**config.mk**
```make
export PLATFORM = sky130hd
export DESIGN_NAME = ptmu_split
export DESIGN_NICKNAME = d
export VERILOG_FILES = /design/src/sv/ptmu_pkg.sv /design/src/sv/ptmu_split.sv
export SDC_FILE = /design/constraint.sdc
export NUM_CORES = 1
export LEC_CHECK = 0
export ABC_AREA = 1
export BUFFER_PORTS_ARGS = -buffer_cell sky130_fd_sc_hd__clkbuf_2
export CAP_MARGIN = 20
export CELL_PAD_IN_SITES_DETAIL_PLACEMENT = 1
export CELL_PAD_IN_SITES_GLOBAL_PLACEMENT = 2
export CORE_MARGIN = 5
export CORE_UTILIZATION = 35
export CTS_CLUSTER_SIZE = 12
export DETAILED_ROUTE_END_ITERATION = 10
export PLACE_DENSITY = 0.85
export SYNTH_ARGS = -nofsm -noshare
export SYNTH_HDL_FRONTEND = slang
export SYNTH_SLANG_ARGS = --single-unit
```
**constraint.sdc**
```tcl
create_clock -name clk -period 1.25 [get_ports clk]
set_input_delay 0.375 -clock clk [delete_from_list [all_inputs] [get_ports clk]]
set_output_delay 0.375 -clock clk [all_outputs]
set_load 0.02 [all_outputs]
```
**src/sv/ptmu_pkg.sv**
```systemverilog
// Package for the page table map/unmap engine: field widths, request and
// status codes, controller states and the memory command struct.
// No dependencies.
package ptmu_pkg;

  localparam int PAGE_W   = 14;
  localparam int PHYS_W   = 32;
  localparam int FLAGS_W  = 12;
  localparam int STATUS_W = 2;

  localparam logic [PHYS_W-1:0] ENTRY_PRESENT = 32'h0000_0001;

  typedef enum logic {
    REQ_MAP   = 1'b0,
    REQ_UNMAP = 1'b1
  } req_kind_t;

  typedef enum logic [STATUS_W-1:0] {
    ST_MAPPED   = 2'd0,
    ST_REJECTED = 2'd1,
    ST_UNMAPPED = 2'd2
  } status_t;

  typedef enum logic [2:0] {
    CS_INIT,
    CS_IDLE,
    CS_SPLIT,
    CS_CHECK,
    CS_CLEAR,
    CS_DONE
  } ctrl_state_t;

  typedef struct packed {
    logic dir_re;
    logic dir_we;
    logic dir_wbit;
    logic ent_re;
    logic ent_we;
  } mem_cmd_t;

endpackage

```
**src/sv/ptmu_split.sv**
```systemverilog
// Splits a virtual page number into directory and table indices by
// multiplying with constant reciprocals, three registered stages.
// Depends on ptmu_pkg.
module ptmu_split #(
  parameter int DIR_ENTRIES   = 16,
  parameter int TABLE_ENTRIES = 1024,
  parameter int DIR_W         = 4,
  parameter int TIDX_W        = 10
) (
  input  logic                        clk,
  input  logic                        rst,
  input  logic                        start,
  input  logic [ptmu_pkg::PAGE_W-1:0] page,
  output logic                        done,
  output logic [DIR_W-1:0]            dir,
  output logic [TIDX_W-1:0]           tidx
);

  localparam int PW  = ptmu_pkg::PAGE_W;
  localparam int T_L = $clog2(TABLE_ENTRIES);
  localparam int D_L = $clog2(DIR_ENTRIES);
  localparam int S1  = PW + T_L;
  localparam int S2  = PW + D_L;
  localparam int M_W = PW + 1;
  localparam int P_W = PW + M_W;
  // Rounded-up reciprocals; exact for every dividend below 2**PAGE_W.
  localparam logic [M_W-1:0] M1  = M_W'(((1 << S1) + TABLE_ENTRIES - 1) / TABLE_ENTRIES);
  localparam logic [M_W-1:0] M2  = M_W'(((1 << S2) + DIR_ENTRIES - 1) / DIR_ENTRIES);
  localparam logic [M_W-1:0] T_K = M_W'(TABLE_ENTRIES);
  localparam logic [M_W-1:0] D_K = M_W'(DIR_ENTRIES);

  logic          v1, v2, v3;
  logic [PW-1:0] q1, q1_d, q2, page_d;
  logic [P_W-1:0] prod1, prod_t, prod2, prod_d;

  assign prod1  = P_W'(page) * P_W'(M1);
  assign prod_t = P_W'(q1) * P_W'(T_K);
  assign prod2  = P_W'(q1) * P_W'(M2);
  assign prod_d = P_W'(q2) * P_W'(D_K);

  always_ff @(posedge clk) begin
    if (rst) begin
      v1 <= 1'b0;
      v2 <= 1'b0;
      v3 <= 1'b0;
    end else begin
      v1 <= start;
      v2 <= v1;
      v3 <= v2;
    end
  end

  always_ff @(posedge clk) begin
    if (start) begin
      q1     <= PW'(prod1 >> S1);
      page_d <= page;
    end
    if (v1) begin
      q1_d <= q1;
      q2   <= PW'(prod2 >> S2);
      tidx <= TIDX_W'(page_d - PW'(prod_t));
    end
    // The directory index is the first quotient taken modulo the directory size.
    if (v2) begin
      dir <= DIR_W'(q1_d - PW'(prod_d));
    end
  end

  assign done = v3;

endmodule

```
==> results.toml <==
[run_status]
status = "complete, but fails checks"
violations = "negative setup slack"

[sta]
finClkSkew_ps = 8.731
relSlewSlack_pct = 76.03
fmax_ghz = 0.7936
fin_crit_ps = 1260
timing.final.ws_setup_ps = -10.08
worstMarginPinSlew_ps = 359.6
rsz0062_at_grt = "yes"
timing.final.hold_violations = 0
setup_viol = 4
finalMaxSlewViolations = 0
setup_tns_ps = -18.54
period_share_pct = 100.8

[power_and_ir_drop]
power_frac_comb_pct = 6.0
sequentialPowerShare_pct = 66.4
internal_power_uw = 1638
ir_worst_vdd_mv = 0.6265
netSwitchingPower_uw = 466.0
clockPowerShare_pct = 27.6
switching_share_pct = 22.15
power_uw = 2104
leakagePower_uw = 0.0005211
powerDensity_nw_per_um2 = 1556

[layout]
final_cell_mix = "32 x edfxtp_1, 17 x clkbuf_2, 8 x buf_6"
final_cells = 112
synthToLayoutAreaGrowth_pct = 29.62
diodes = 0
nFillCells = 273
multi_input_area_um2 = 11.26
layout.nets = 97
layout_commonest_cell = "edfxtp_1"
layout-drive-gt1-share_pct = 49.38
ff_latch_area_um2 = 1021

[setup_path]
crit_path_max_incr_delay_ps = 410
crit_chain = "buf_6"
required_ps = 880
cp.arrival_ps = 890
r2r_cells = 1
r2r-start = "v1"
worstSetupPathType = "register to output pin"
critPathLaunchType = "register"
cp_slowest_cell = "edfxtp_1"
end_kind = "output pin"
cp.depth = 1
cpLargestDelayFamily = "flip-flops"
cp.buffers_inverters = 1
crit_fanout = 1
crit_start = "dir[1]"

[global_route]
busiest_layer = "met2"
grt_use_total_pct = 9.226
grtUsageMet1_pct = 9.831
grt_pass1_wl_um = 2704
grt_max_degree = 16
met3_usage_pct = 6.045
grt_use_met2_pct = 14.82
antenna_found_initial = 0
grt_pass1_vias = 532
grt-ovfl-total = 0

[synthesis]
yosysUniqueCellTypes = 4
seq_area_frac_synth_pct = 97.84
synth_warnings = 0
synth_nets = 58
netlist_area_um2 = 1044
ys_seq_elements = 35
syn_avg_cell_area_um2 = 25.45
netlist_instances = 41

[hold_path]
hp-class = "input port to register"
holdPathStages = 1
worstHoldStart = "page[11]"

[placement]
port-buffer-count = 31
place_congestion = 0.6668
place_ws_ps = 190.8
dp.cells = 104

[cts]
cts_tree = "built"
clockBufferDepth = 2
cts_sinks = 35
cts_buffers = 5
insertion_delay_ps = 330
cts_root_buffer = "clkbuf_4"
clkTransAtPathRegs_ps = 110
ctsHoldBuffers = 0
post_cts_buffers = 0
htree_levels = 2

[floorplanning]
core_um2 = 2805
die_y_um = 64.60
start_util_pct = 37.20
dieArea_um2 = 4173
io_pins = 32
rows = 19
die_w_um = 64.60

[detailed_routing]
initialDrtViolationCount = 5
drc_errors = 0
ant_nets = 0
wl_per_cell_um = 15.05
drtPass1Iterations = 4
routed_wl_um = 1686
avgViaCountPerCell = 4.304
vias = 482

[job]
cap_violations = 0
==> stage by stage <==
stage / instance area, um2 / utilization, % / hold slack [ps]
finish: 1353 / 48.22 / 212.9
global route: 1353 / 48.22 / 173.8
CTS: 1303 / 46.43 / 190.4
detailed placement: 1245 / 44.38 / 407.5
global placement: 1245 / 44.38 / 400.8
floorplan: 1044 / - / 400.3
==> per-layer routing <==
layer,up-vias,part of all wire (%)
met5,-,0
met1,221,38
li1,231,-
met3,3,11
met4,0,1.5
met2,27,50
==> power by group through the flow <==
stage / Sequential [uW] / Combinational (uW) / Clock [uW]
after floorplan: 1450 / 2.88 / 0
after global placement: 1410 / 109 / 0
after detailed placement: 1420 / 113 / 0
after CTS: 1400 / 113 / 612
after global routing: 1400 / 135 / 672
final: 1400 / 126 / 582
==> layout make-up <==
type	instances	area share, %
timing repair buffer	32	15.73
multi-input combinational	3	0.8326
inverter	3	0.8326
clock inverter	3	1.480
sequential	35	75.49
clock buffer	5	2.775
tap	31	2.868
==> synthesized netlist by cell type <==
| master | n | area share [%] |
|---|---|---|
| inv_1 | 3 | 1.1 |
| dfxtp_1 | 3 | 5.8 |
| nor2_1 | 3 | 1.1 |
| edfxtp_1 | 32 | 92 |
==> cells by family after synthesis <==
logic type	count (synthesis)	synth area share, %
flops	35	97.84
buf+inv	3	1.079
simple gates	3	1.079
==> final timing paths <==
kind / end / slack, ps
setup / recovery: dir[1] / -10
hold / removal: q1[1] / 210
setup reg to reg: tidx[3] / 260
hold reg to reg: tidx[6] / 430
==> flip-flops by register name, indices dropped and copies added (netlist names) <==
signal and count:
q1_d 4, q1 4, v2 1, v1 1, page_d 10, dir 4, done 1, tidx 10
==> repair_timing <==
item | in CTS | in global routing
gates cloned | 0 | 0
resized for setup | 0 | 30
hold endpoints to repair | 0 | 0
endpoints found under the setup margin | 14 | 14
pin swaps | 0 | 0
Note: power is estimated with default switching activity, not from simulation.
